==> src/hw/rtl/mpthc_pkg.sv <==
// ----------------------------------------------------------------------------
// Port table package
// Shared types and codes for the port table with half-close: operation codes,
// outcome codes, status bytes, entry mark bits and the controller interface.
// ----------------------------------------------------------------------------
package mpthc_pkg;

  // Operation codes carried with each input item.
  localparam logic [2:0] FN_OPEN         = 3'd0;
  localparam logic [2:0] FN_REMOTE       = 3'd1;
  localparam logic [2:0] FN_LOCAL_EOF    = 3'd2;
  localparam logic [2:0] FN_LOCAL_CLOSE  = 3'd3;
  localparam logic [2:0] FN_DATA         = 3'd4;

  // Outcome codes returned with each result item.
  localparam logic [2:0] OC_OK           = 3'd0;
  localparam logic [2:0] OC_NO_FREE      = 3'd1;
  localparam logic [2:0] OC_CLOSED       = 3'd2;
  localparam logic [2:0] OC_UNKNOWN      = 3'd3;
  localparam logic [2:0] OC_DOUBLE_EOF   = 3'd4;
  localparam logic [2:0] OC_DOUBLE_CLOSE = 3'd5;

  // Status bytes seen on the link and codes sent back.
  localparam logic [7:0] STAT_EOF        = 8'h03;
  localparam logic [7:0] STAT_CLOSE      = 8'h04;
  localparam logic [2:0] SENT_NONE       = 3'd0;
  localparam logic [2:0] SENT_EOF        = 3'd3;
  localparam logic [2:0] SENT_CLOSE      = 3'd4;

  // One table entry: in use, input open, output open.
  typedef logic [2:0] entry_t;
  localparam int unsigned MARK_USE_BIT = 2;
  localparam int unsigned MARK_IN_BIT  = 1;
  localparam int unsigned MARK_OUT_BIT = 0;
  localparam entry_t ENTRY_FREE = 3'b011;
  localparam entry_t ENTRY_BUSY = 3'b111;
  localparam entry_t HALF_IN    = 3'b010;
  localparam entry_t HALF_OUT   = 3'b001;
  localparam entry_t HALF_NONE  = 3'b000;

  // Controller states.
  typedef enum logic [2:0] {
    ST_CLEAR,
    ST_IDLE,
    ST_LOOKUP,
    ST_SEARCH,
    ST_EXEC
  } state_t;

  // Commands from the controller to the datapath.
  typedef struct packed {
    logic clear_step;
    logic load_item;
    logic search_start;
    logic lookup;
    logic search_step;
    logic commit;
  } cmd_t;

  // Status from the datapath to the controller.
  typedef struct packed {
    logic clear_done;
    logic in_is_open;
    logic found;
    logic exhausted;
    logic out_free;
  } sts_t;

endpackage

==> src/hw/rtl/mpthc_ctrl.sv <==
// ----------------------------------------------------------------------------
// Port table controller
// Sequences the clearing pass, the target lookup, the free-port search and
// the commit of each item into the output register.
// ----------------------------------------------------------------------------
module mpthc_ctrl
  import mpthc_pkg::*;
(
  input  logic clk,
  input  logic rst_n,
  input  logic in_tvalid,
  output logic in_tready,
  input  sts_t sts,
  output cmd_t cmd
);

  state_t state_r;
  state_t state_nxt;

  // State register.
  always_ff @(posedge clk) begin
    if (!rst_n) begin
      state_r <= ST_CLEAR;
    end else begin
      state_r <= state_nxt;
    end
  end

  // Next state.
  always_comb begin
    state_nxt = state_r;
    case (state_r)
      ST_CLEAR: begin
        if (sts.clear_done) begin
          state_nxt = ST_IDLE;
        end
      end
      ST_IDLE: begin
        if (in_tvalid) begin
          state_nxt = sts.in_is_open ? ST_SEARCH : ST_LOOKUP;
        end
      end
      ST_LOOKUP: begin
        state_nxt = ST_EXEC;
      end
      ST_SEARCH: begin
        if (sts.found || sts.exhausted) begin
          state_nxt = ST_EXEC;
        end
      end
      ST_EXEC: begin
        if (sts.out_free) begin
          state_nxt = ST_IDLE;
        end
      end
      default: begin
        state_nxt = ST_CLEAR;
      end
    endcase
  end

  // Commands to the datapath.
  always_comb begin
    cmd       = '0;
    in_tready = 1'b0;
    case (state_r)
      ST_CLEAR: begin
        cmd.clear_step = 1'b1;
      end
      ST_IDLE: begin
        in_tready        = 1'b1;
        cmd.load_item    = in_tvalid;
        cmd.search_start = in_tvalid && sts.in_is_open;
      end
      ST_LOOKUP: begin
        cmd.lookup = 1'b1;
      end
      ST_SEARCH: begin
        cmd.search_step = !sts.found && !sts.exhausted;
      end
      ST_EXEC: begin
        cmd.commit = sts.out_free;
      end
      default: begin
        cmd = '0;
      end
    endcase
  end

endmodule

==> src/hw/rtl/mpthc_dp.sv <==
// ----------------------------------------------------------------------------
// Port table datapath
// Holds the port table memory, the item registers, the next-fit search
// pointer and the output register, and works out each item's result.
// ----------------------------------------------------------------------------
module mpthc_dp
  import mpthc_pkg::*;
#(
  parameter int NUM_PORTS = 512
) (
  input  logic        clk,
  input  logic        rst_n,
  input  cmd_t        cmd,
  output sts_t        sts,
  input  logic [2:0]  in_func,
  input  logic [8:0]  in_port,
  input  logic [7:0]  in_status_code,
  output logic        out_tvalid,
  input  logic        out_tready,
  output logic [8:0]  out_result_port,
  output logic [2:0]  out_outcome,
  output logic        out_eof_event,
  output logic        out_freed,
  output logic        out_send_status,
  output logic [2:0]  out_sent_code,
  output logic        out_deliver
);

  localparam int AW = $clog2(NUM_PORTS);
  localparam int CW = AW + 1;
  localparam logic [AW-1:0] LAST_ADDR = AW'(NUM_PORTS - 1);
  localparam logic [CW-1:0] PROBES    = CW'(NUM_PORTS);

  // Port table memory and its registered read data.
  entry_t        mem [NUM_PORTS];
  entry_t        rd_data_r;
  logic          rd_en;
  logic [AW-1:0] rd_addr;
  logic          wr_en;
  logic [AW-1:0] wr_addr;
  entry_t        wr_data;

  // Item registers.
  logic [2:0]    func_r;
  logic [8:0]    port_r;
  logic [7:0]    code_r;

  // Clearing pass and search state.
  logic [AW-1:0] clr_ptr_r;
  logic [AW-1:0] last_alloc_r;
  logic [AW-1:0] scan_ptr_r;
  logic [CW-1:0] probe_cnt_r;
  logic          pend_r;
  logic [AW-1:0] chk_addr_r;
  logic          issue;

  // Output register.
  logic          out_valid_r;
  logic [8:0]    res_port_r;
  logic [2:0]    res_outcome_r;
  logic          res_eof_r;
  logic          res_freed_r;
  logic          res_send_r;
  logic [2:0]    res_code_r;
  logic          res_deliver_r;

  // Result of the current item.
  logic          in_range;
  logic          live;
  logic [AW-1:0] item_addr;
  entry_t        half;
  entry_t        cleared;
  entry_t        new_entry;
  logic          wr_need;
  logic [8:0]    c_port;
  logic [2:0]    c_outcome;
  logic          c_eof;
  logic          c_freed;
  logic          c_send;
  logic [2:0]    c_code;
  logic          c_deliver;
  logic          out_free;

  // Wrap-around increment over the port range.
  function automatic logic [AW-1:0] next_port(input logic [AW-1:0] p);
    next_port = (p == LAST_ADDR) ? '0 : p + 1'b1;
  endfunction

  assign item_addr = AW'(port_r);
  assign in_range  = 32'(port_r) < 32'(NUM_PORTS);
  assign live      = in_range && rd_data_r[MARK_USE_BIT];
  assign out_free  = !out_valid_r || out_tready;
  assign issue     = cmd.search_step && (probe_cnt_r != PROBES);

  // Status to the controller.
  always_comb begin
    sts.clear_done = (clr_ptr_r == LAST_ADDR);
    sts.in_is_open = (in_func == FN_OPEN);
    sts.found      = pend_r && !rd_data_r[MARK_USE_BIT];
    sts.exhausted  = !pend_r && (probe_cnt_r == PROBES);
    sts.out_free   = out_free;
  end

  // Memory port selection.
  always_comb begin
    rd_en   = cmd.lookup || issue;
    rd_addr = cmd.lookup ? item_addr : scan_ptr_r;
    if (cmd.clear_step) begin
      wr_en   = 1'b1;
      wr_addr = clr_ptr_r;
      wr_data = (clr_ptr_r < AW'(3)) ? ENTRY_BUSY : ENTRY_FREE;
    end else if (func_r == FN_OPEN) begin
      wr_en   = cmd.commit && sts.found;
      wr_addr = chk_addr_r;
      wr_data = ENTRY_BUSY;
    end else begin
      wr_en   = cmd.commit && wr_need;
      wr_addr = item_addr;
      wr_data = new_entry;
    end
  end

  // Port table memory.
  always_ff @(posedge clk) begin
    if (wr_en) begin
      mem[wr_addr] <= wr_data;
    end
    if (rd_en) begin
      rd_data_r <= mem[rd_addr];
    end
  end

  // Item capture.
  always_ff @(posedge clk) begin
    if (cmd.load_item) begin
      func_r <= in_func;
      port_r <= in_port;
      code_r <= in_status_code;
    end
  end

  // Clearing pointer and last allocated port.
  always_ff @(posedge clk) begin
    if (!rst_n) begin
      clr_ptr_r    <= '0;
      last_alloc_r <= AW'(2);
    end else begin
      if (cmd.clear_step && !sts.clear_done) begin
        clr_ptr_r <= clr_ptr_r + 1'b1;
      end
      if (cmd.commit && func_r == FN_OPEN && sts.found) begin
        last_alloc_r <= chk_addr_r;
      end
    end
  end

  // Next-fit search: one probe issued per cycle, each checked in the cycle after it is issued.
  always_ff @(posedge clk) begin
    if (!rst_n) begin
      pend_r      <= 1'b0;
      probe_cnt_r <= '0;
    end else if (cmd.search_start) begin
      pend_r      <= 1'b0;
      probe_cnt_r <= '0;
    end else if (cmd.search_step) begin
      pend_r <= issue;
      if (issue) begin
        probe_cnt_r <= probe_cnt_r + 1'b1;
      end
    end
  end

  always_ff @(posedge clk) begin
    if (cmd.search_start) begin
      scan_ptr_r <= next_port(last_alloc_r);
    end else if (issue) begin
      scan_ptr_r <= next_port(scan_ptr_r);
      chk_addr_r <= scan_ptr_r;
    end
  end

  // Result of the item and the updated entry.
  always_comb begin
    c_port    = port_r;
    c_outcome = OC_OK;
    c_eof     = 1'b0;
    c_send    = 1'b0;
    c_code    = SENT_NONE;
    c_deliver = 1'b0;
    half      = HALF_NONE;
    wr_need   = 1'b0;
    case (func_r)
      FN_OPEN: begin
        if (sts.found) begin
          c_port = 9'(chk_addr_r);
        end else begin
          c_port    = '0;
          c_outcome = OC_NO_FREE;
        end
      end
      FN_REMOTE: begin
        if (!live) begin
          c_outcome = OC_CLOSED;
        end else if (code_r == STAT_EOF) begin
          half    = HALF_IN;
          wr_need = 1'b1;
          c_eof   = 1'b1;
          if (!rd_data_r[MARK_IN_BIT]) begin
            c_outcome = OC_DOUBLE_EOF;
          end
        end else if (code_r == STAT_CLOSE) begin
          half    = HALF_OUT;
          wr_need = 1'b1;
          if (!rd_data_r[MARK_OUT_BIT]) begin
            c_outcome = OC_DOUBLE_CLOSE;
          end
        end else begin
          c_outcome = OC_UNKNOWN;
        end
      end
      FN_LOCAL_EOF: begin
        if (!live) begin
          c_outcome = OC_CLOSED;
        end else begin
          half    = HALF_OUT;
          wr_need = 1'b1;
          c_send  = 1'b1;
          c_code  = SENT_EOF;
          if (!rd_data_r[MARK_OUT_BIT]) begin
            c_outcome = OC_DOUBLE_EOF;
          end
        end
      end
      FN_LOCAL_CLOSE: begin
        if (!live) begin
          c_outcome = OC_CLOSED;
        end else begin
          half    = HALF_IN;
          wr_need = 1'b1;
          c_send  = 1'b1;
          c_code  = SENT_CLOSE;
          if (!rd_data_r[MARK_IN_BIT]) begin
            c_outcome = OC_DOUBLE_CLOSE;
          end
        end
      end
      FN_DATA: begin
        if (live) begin
          c_deliver = 1'b1;
        end else begin
          c_outcome = OC_CLOSED;
        end
      end
      default: begin
        c_outcome = OC_OK;
      end
    endcase
  end

  // A port with both halves closed is freed and reopened.
  always_comb begin
    cleared = rd_data_r & ~half;
    if (wr_need && !cleared[MARK_IN_BIT] && !cleared[MARK_OUT_BIT]) begin
      new_entry = ENTRY_FREE;
      c_freed   = 1'b1;
    end else begin
      new_entry = cleared;
      c_freed   = 1'b0;
    end
  end

  // Output register.
  always_ff @(posedge clk) begin
    if (!rst_n) begin
      out_valid_r <= 1'b0;
    end else if (cmd.commit) begin
      out_valid_r <= 1'b1;
    end else if (out_tready) begin
      out_valid_r <= 1'b0;
    end
  end

  always_ff @(posedge clk) begin
    if (cmd.commit) begin
      res_port_r    <= c_port;
      res_outcome_r <= c_outcome;
      res_eof_r     <= c_eof;
      res_freed_r   <= c_freed;
      res_send_r    <= c_send;
      res_code_r    <= c_code;
      res_deliver_r <= c_deliver;
    end
  end

  assign out_tvalid      = out_valid_r;
  assign out_result_port = res_port_r;
  assign out_outcome     = res_outcome_r;
  assign out_eof_event   = res_eof_r;
  assign out_freed       = res_freed_r;
  assign out_send_status = res_send_r;
  assign out_sent_code   = res_code_r;
  assign out_deliver     = res_deliver_r;

  // A result is only committed when the output register can take it.
  a_commit_room: assert property (@(posedge clk) disable iff (!rst_n)
    cmd.commit |-> (!out_valid_r || out_tready))
    else $error("item committed while output register is occupied");

  // The search never probes more ports than the table holds.
  a_probe_bound: assert property (@(posedge clk) disable iff (!rst_n)
    probe_cnt_r <= PROBES)
    else $error("search probe count out of range");

  // A successful open moves the next-fit pointer to the allocated port.
  a_alloc_ptr: assert property (@(posedge clk) disable iff (!rst_n)
    (cmd.commit && func_r == FN_OPEN && sts.found) |=>
      (last_alloc_r == $past(chk_addr_r)))
    else $error("last allocated port not updated");

  // A commit always presents a result in the next cycle.
  a_commit_valid: assert property (@(posedge clk) disable iff (!rst_n)
    cmd.commit |=> out_valid_r)
    else $error("committed item did not reach the output");

endmodule

==> src/hw/rtl/mux_port_table_half_close_unit.sv <==
// ----------------------------------------------------------------------------
// Port table with half-close
// Next-fit port allocator for a multiplexed link, tracking in-use, input-open
// and output-open marks for every port.
// ----------------------------------------------------------------------------
// Usage:
// Input items arrive on the in_ stream: in_tuser carries the operation code
// and in_tdata the target port and the remote status byte. Each item yields
// exactly one result item on the out_ stream.
// A status, local EOF/CLOSE or data item first reads the target entry from
// the table memory, then works out the result and writes the entry back.
// An open item scans the table memory one port per cycle from the port after
// the last one allocated, until it finds a free port or has probed all
// NUM_PORTS ports; the single table read port sets this rate.
// The next item is accepted in the cycle after a result is committed, so the
// block takes no new item before it is through with the last one.
// After reset the block writes the reset contents into every table entry
// (ports 0 to 2 in use) and accepts no item meanwhile.
// The result sits in an output register: when the receiver stalls, the next
// item is still accepted and worked on, and waits to commit until the
// register is taken.
// ----------------------------------------------------------------------------
module mux_port_table_half_close_unit
  import mpthc_pkg::*;
#(
  parameter int NUM_PORTS = 512
) (
  input  logic        clk,
  input  logic        rst_n,
  input  logic        in_tvalid,
  output logic        in_tready,
  input  logic [23:0] in_tdata,   // port [8:0], status_code [16:9], zero fill
  input  logic [2:0]  in_tuser,   // func [2:0]
  output logic        out_tvalid,
  input  logic        out_tready,
  output logic [23:0] out_tdata   // result_port [8:0], outcome [11:9],
                                  // eof_event [12], freed [13],
                                  // send_status [14], sent_code [17:15],
                                  // deliver [18], zero fill
);

  cmd_t       cmd;
  sts_t       sts;
  logic [8:0] res_port;
  logic [2:0] res_outcome;
  logic       res_eof;
  logic       res_freed;
  logic       res_send;
  logic [2:0] res_code;
  logic       res_deliver;

  // Sequencing.
  mpthc_ctrl u_ctrl (
    .clk       (clk),
    .rst_n     (rst_n),
    .in_tvalid (in_tvalid),
    .in_tready (in_tready),
    .sts       (sts),
    .cmd       (cmd)
  );

  // Table, search and result logic.
  mpthc_dp #(
    .NUM_PORTS (NUM_PORTS)
  ) u_dp (
    .clk             (clk),
    .rst_n           (rst_n),
    .cmd             (cmd),
    .sts             (sts),
    .in_func         (in_tuser),
    .in_port         (in_tdata[8:0]),
    .in_status_code  (in_tdata[16:9]),
    .out_tvalid      (out_tvalid),
    .out_tready      (out_tready),
    .out_result_port (res_port),
    .out_outcome     (res_outcome),
    .out_eof_event   (res_eof),
    .out_freed       (res_freed),
    .out_send_status (res_send),
    .out_sent_code   (res_code),
    .out_deliver     (res_deliver)
  );

  // Result packing.
  assign out_tdata = {5'd0, res_deliver, res_code, res_send, res_freed, res_eof,
                      res_outcome, res_port};

endmodule
==> config.mk <==
export PLATFORM = sky130hd
export DESIGN_NAME = mux_port_table_half_close_unit
export DESIGN_NICKNAME = d
export VERILOG_FILES = /design/src/hw/rtl/mpthc_pkg.sv /design/src/hw/rtl/mpthc_ctrl.sv /design/src/hw/rtl/mpthc_dp.sv /design/src/hw/rtl/mux_port_table_half_close_unit.sv
export SDC_FILE = /design/constraint.sdc
export NUM_CORES = 2
export LEC_CHECK = 0
export ABC_AREA = 0
export BUFFER_PORTS_ARGS = -buffer_cell sky130_fd_sc_hd__buf_2
export CAP_MARGIN = 20
export CORE_ASPECT_RATIO = 0.6
export CORE_UTILIZATION = 50
export DETAILED_ROUTE_END_ITERATION = 8
export PLACE_DENSITY_LB_ADDON = 0.1
export SETUP_SLACK_MARGIN = 0.05
export SYNTH_ARGS = -nofsm -noshare
export SYNTH_HDL_FRONTEND = slang
export SYNTH_HIERARCHICAL = 1
export SYNTH_SLANG_ARGS = --single-unit
==> constraint.sdc <==
create_clock -name clk -period 25.9 [get_ports clk]
set_input_delay 2.59 -clock clk [delete_from_list [all_inputs] [get_ports clk]]
set_output_delay 2.59 -clock clk [all_outputs]
set_load 0.05 [all_outputs]
Word level (Yosys, flattened, before mapping)
Memory sizes are Yosys's and may differ from the RTL's. A register that Yosys moved wholly into a read port is not among the register bits.
Index checks and enable logic that the tools add are counted.
- bits in registers: 90
- RAM bits: 1536
- output and inout port bits: 26
- word-level logic and storage cells: 140
- memories: 1
- $add $sub $neg: 4
- magnitude comparators: 1
- equality and inequality tests: 19
- muxes and demuxes: 59
- bitwise logic cells: 4
- reduce and logical (&&, ||, !) cells: 34
- memory list (name ; words ; width ; read ports ; clocked after Yosys merged registers in ; write ports ; RTL line ; source):
    u_dp.mem ; 512 ; 3 ; 1 ; 1 ; 1 ; mpthc_dp.sv:35 ; entry_t mem [NUM_PORTS];
- operators by type and width (kind ; number):
    $mux W9 ; 9
    $mux W3 ; 20
    $pmux W3 S5 ; 2
    $add A9 B1 Y9 const B ; 3
    $eq A9 B9 Y1 const B ; 3
    $mux W1 ; 21
    $eq A3 B2 Y1 const B ; 4
    $logic_and A1 B1 Y1 ; 12
    $add A10 B1 Y10 const B ; 1
    $eq A10 B10 Y1 const B ; 1
    $ne A10 B10 Y1 const B ; 1
    $logic_not A3 Y1 ; 3
    $lt A9 B2 Y1 const B ; 1
    $pmux W3 S3 ; 1
    $eq A8 B2 Y1 const B ; 1
    $eq A8 B3 Y1 const B ; 1
    $logic_not A1 Y1 ; 8
    $mux W2 ; 4
    $eq A3 B1 Y1 const B ; 2
    $eq A3 B3 Y1 const B ; 2
    $ne A2 B1 Y1 const B ; 3
    $pmux W3 S2 ; 1
    $reduce_and A2 Y1 ; 3
    $reduce_and A4 Y1 ; 1
    8 further kinds ; 13

Logic depth before layout (Yosys ltp)
- word-level depth: 13
- depth in mapped cells: 16
- mapped depth without buffers: 11

Cells and area by module
The synthesis kept the hierarchy.
- by module, submodules not included (module ; instances ; cells an instance ; area an instance (sq um) ; seq. area each (sq um)):
    mpthc_dp ; 1 ; 4099 ; 65829.4 ; 48496.5
    mpthc_ctrl ; 1 ; 28 ; 245.2 ; 60.1
    mux_port_table_half_close_unit ; 1 ; 10 ; 71.3 ; 0.0

Worst setup path after synthesis
Ideal clock, no wire load.
- path kind: reg-to-reg
- start: reg u_dp.func_r[0]
- end: mem u_dp/mem[0][2] (netlist name), data pin
- arrival: 21.145 ns
- required time: 21.729 ns
- setup slack: 0.585 ns
- stages on the path, launching flop included: 10
- buffers on the path: 1
- clock period less this slack: 25.315 ns
- path through: edfxtp_1 -> clkbuf_1 -> nor4bb_1 -> nor3b_1 -> and2_1 -> nor2_1 -> nand2_1 -> nand3_1 -> a21oi_1 -> o21ai_0
- cells in the longest elaborated chain, start to end: 10
- elaborated cells on any way between the ends: 16
- those cells by class: eq/ne (3); mux (5); bitwise (2); reduce/logical (6)
- RTL lines (element ; RTL line ; source):
    from (decl) ; mpthc_dp.sv:44 ; logic [2:0] func_r;
    from (signal assigned) ; mpthc_dp.sv:136 ; func_r <= in_func;
    $eq A3 B2 Y1 or $eq A3 B1 Y1 (tied branches) ; mpthc_dp.sv:192 ; case (func_r)
    $pmux W3 S3 ; mpthc_dp.sv:192 ;
    $not A3 Y3 ; mpthc_dp.sv:262 ; cleared = rd_data_r & ~half;
    $and A3 B3 Y3 ; mpthc_dp.sv:262 ;
    $logic_not A1 Y1 ; mpthc_dp.sv:263 ; if (wr_need && !cleared[MARK_IN_BIT] && !cleared[MARK_OUT_BIT]) begin
    $logic_and A1 B1 Y1 (2 in a row) ; mpthc_dp.sv:263 ;
    $mux W3 ; mpthc_dp.sv:263 ;
    $mux W3 * ; mpthc_dp.sv:112 ; end else if (func_r == FN_OPEN) begin
    $mux W3 * ; mpthc_dp.sv:108 ; if (cmd.clear_step) begin
    named net u_dp.wr_data[2] ; mpthc_dp.sv:41 ; entry_t wr_data;
    to (decl) ; mpthc_dp.sv:35 ;
Mark *: on every way through the listed nets, which the timed path passes. The rest lies on a longest branch.

==> flow_summary.yaml <==
timing:
  slew_headroom_pct: 17.7
  maxSlewViolCount: 0
  fin_setup_tns_ns: 0
  finalHoldViolCount: 0
  fin_skew_ns: 0.0369
  fin_crit_sh_pct: 29.9
  setup_viol: 0
  max_freq_ghz: 0.129
  worst_slew_pin_slew_ns: 1.23
  rsz0062_at_grt: "no"
  period_needed_ns: 7.76
yosys:
  synth_cell_types: 72
  synth_area_per_cell_sq_um: 16.0
  ys_async_sr_fraction_pct: 0
  post_synth_inst_count: 4137
  yosysTopAreaCellShare_pct: 72.4
  synth_area_sq_um: 66100
  synth.area.top_cells: "edfxtp_1 (72%), mux4_2 (6.6%), mux2i_1 (4.5%), nor2_1 (3.3%), nand2_1 (1.9%)"
  ys_seq_elements: 1628
  synth_ff_type: "edfxtp_1"
  synth_edf_count: 1595
  ys_warn_count: 6
  yosys.area.top_type: "edfxtp_1"
  synth.yosys.seq_area_share_pct: 73.4
final_layout:
  postLayoutCellArea_sq_um: 72700
  drive_above_1_share_pct: 13.4
  num-fill-cells: 10200
  layout-area-overhead-vs-synth_pct: 9.88
  finalNonFillerCells: 5969
  fin_nets: 4175
global_route:
  grt_max_degree: 213
  antenna_found_initial: 7
  track_usage_pct: 26.9
  grt_pass1_wl_mm: 259
  grt_pass1_vias: 35700
  overflow: 0
routing:
  avgRoutedWirePerCell_um: 30.2
  avgViaCountPerCell: 6.32
  drt-pass1-iter-count: 6
  drc: 0
  drt_iter0_drc: 5110
  wl_mm: 180
  vias: 37800
  drtAntennaViolNets: 0
floorplan:
  io_pins: 57
  rows: 102
  die_h_um: 284
  core-area_sq_um: 130000
  die-area_sq_um: 134000
  die_w_um: 472
  start_util_pct: 50.9
power_and_ir_drop:
  powerDensity_nw_per_um2: 69.7
  p_leak_nw: 18.3
  ir_worst_vdd_v: 0.0000620
  internal-power_mw: 4.06
  pwr-share-seq_pct: 56.8
  switching_share_pct: 19.9
  power.switching_mw: 1.01
  combPwrFrac_pct: 1.2
  clkPwrFrac_pct: 42.0
clocking:
  post_cts_buffers: 0
  cts_buffer_depth: 3
  clk_pin_slew_ns: 0.06
  cts_buffers: 146
  ctsResizeCount: 0
  htree_levels: 4
  tritoncts: "done"
  clock_latency_ns: 0.78
  root_buffer: "clkbuf_16"
  clock_sinks: 1628
  hold_buffers: 0
worst_setup_path:
  required_ns: 26.50
  critical_path.max_fanout: 134
  cp_slowest_cell: "nor4_1"
  crit_top_cell: "buf_4"
  critical_path_buf_inv_count: 5
  crit_path_end_kind: "flop"
  r2r_slack_ns: 18.14
  startpoint_type: "flop"
  cpLargestDelayFamily: "buffers and inverters"
  max_stage_delay_ns: 0.83
  critical_path_class: "reg2reg"
  arrival_ns: 8.36
  path_cells: "nand2b_1, nor2_4, buf_4, mux2_8, buf_4, buf_4, buf_12, buf_12, mux2i_1, o221ai_1, a211oi_1, nor3_1, nand3_1, nor4_1, or4_1"
worst_hold_path:
  hold_path.class: "reg2reg"
job:
  maxCapViolCount: 0
place:
  dp_cells: 5699
  dp_hpwl_mm: 103
  place_area_sq_um: 68000
  numPortBuffers: 44
  routabilityCongestion: 0.836
status:
  status: "completed"
## synthesized netlist by cell type (7+ instances only)
| library cell | number |
|---|---|
| buf_6 | 15 |
| nand2_1 | 343 |
| and2_1 | 10 |
| dfxtp_1 | 33 |
| mux2i_1 | 295 |
| o22ai_1 | 72 |
| xor2_1 | 10 |
| edfxtp_1 | 1595 |
| clkbuf_1 | 171 |
| nor3_1 | 81 |
| nor4_1 | 16 |
| a21oi_1 | 159 |
| buf_1 | 11 |
| a21boi_0 | 12 |
| buf_2 | 49 |
| xnor2_1 | 14 |
| nand2b_1 | 9 |
| nor2_1 | 577 |
| nand4_1 | 10 |
| ha_1 | 8 |
| a2111oi_0 | 46 |
| mux2_2 | 10 |
| mux4_2 | 193 |
| and3_1 | 11 |
| o21a_1 | 7 |
| o211ai_1 | 10 |
| a31oi_1 | 10 |
| o21ai_0 | 35 |
| a211oi_1 | 12 |
| o221ai_1 | 115 |
| inv_1 | 19 |
| nand3_1 | 48 |
| buf_4 | 43 |
## routing by layer
| metal | vias up | part of all wire [%] | track usage (%) |
|---|---|---|---|
| li1 | 16200 | - | - |
| met1 | 19400 | 46 | 43.6 |
| met2 | 1915 | 41 | 36.0 |
| met3 | 225 | 11 | 6.95 |
| met4 | 4 | 1.8 | 6.19 |
| met5 | - | 0.013 | 0 |
## stage by stage
step	hold WS [ns]	setup slack (ns)	total power [mW]	utilization (%)
2_1_floorplan	0.421	0.585	3.00	-
3_3_place_gp	0.463	18.10	3.00	52.3
3_5_place_dp	0.477	18.06	3.00	52.3
4_1_cts	0.487	18.05	5.10	55.8
5_1_grt	0.503	17.68	5.20	55.9
6_report	0.480	18.14	5.07	55.9
## final timing paths
| check | start | end | cells past startpoint |
|---|---|---|---|
| min | u_dp/last_alloc_r[8]$_SDFFE_PN0P_ | u_dp/last_alloc_r[8]$_SDFFE_PN0P_ | 2 |
| max | u_ctrl/state_r[1]$_SDFFE_PN0P_ | u_dp/rd_data_r[0]$_DFFE_PP_ | 15 |
| max reg2reg | u_ctrl/state_r[1]$_SDFFE_PN0P_ | u_dp/rd_data_r[0]$_DFFE_PP_ | 15 |
| min reg2reg | u_dp/last_alloc_r[8]$_SDFFE_PN0P_ | u_dp/last_alloc_r[8]$_SDFFE_PN0P_ | 2 |
## cell type report
class	count	area (sq um)	share of cell area, %
antenna	2	5.00	0.00689
clock buffer	198	4090	5.63
clock inverter	65	482	0.663
inverter	19	71.3	0.0981
multi-input combinational	2205	16300	22.5
sequential	1628	48600	66.8
tap	1716	2150	2.95
timing repair buffer	136	990	1.36
## power groups by stage
stage | clock network [mW] | registers, mW | logic (mW)
5_1_grt | 2.26 | 2.88 | 0.0645
2_1_floorplan | 0 | 2.98 | 0.0257
3_5_place_dp | 0 | 2.94 | 0.0623
3_3_place_gp | 0 | 2.94 | 0.0614
4_1_cts | 2.16 | 2.88 | 0.0621
6_report | 2.13 | 2.88 | 0.0617
## tightest hold or removal path: stages, from the launching register on
cell,delay [ns]
dfxtp_1,0.31
nand2_1,0.05
a21boi_0,0.07
## sequential cells by signal, summed over array words and instances (netlist names)
signal	cells
u_ctrl/state_r	3
u_dp/chk_addr_r	9
u_dp/clr_ptr_r	9
u_dp/code_r	8
u_dp/func_r	3
u_dp/item_addr	9
u_dp/last_alloc_r	9
u_dp/mem	1536
u_dp/out_deliver	1
u_dp/out_eof_event	1
u_dp/out_freed	1
u_dp/out_outcome	3
u_dp/out_result_port	9
u_dp/out_send_status	1
u_dp/out_sent_code	2
u_dp/out_tvalid	1
u_dp/pend_r	1
u_dp/probe_cnt_r	10
u_dp/rd_data_r	3
u_dp/scan_ptr_r	9
## logic make-up (layout without fill, tap and decap cells)
kind of cell	after synthesis	in the layout	synth area share [%]
mux	499	499	11.2
simple gates	1138	1138	7.10
buf+inv	308	418	2.25
fa+ha+maj	8	8	0.151
flops	1628	1628	73.4
xor+xnor	24	24	0.318
other cells	1	7	0.00567
compound gates	531	531	5.53
## placed cells by master, fill, tap and decap left out, drive strengths merged, types with 12 or more instances in the layout
cell type	Yosys	routed
a2111oi	46	46
a211oi	12	12
a21boi	13	13
a21oi	159	159
buf	118	131
clkbuf	171	202
clkinv	0	54
dfxtp	33	33
edfxtp	1595	1595
inv	19	20
mux2i	295	295
mux4	193	193
nand2	343	343
nand3	48	48
nor2	577	577
nor3	81	81
nor4	16	16
o21ai	37	37
o221ai	115	115
o22ai	72	72
xnor2	14	14
No activity file was read; power rests on OpenSTA's default activity.
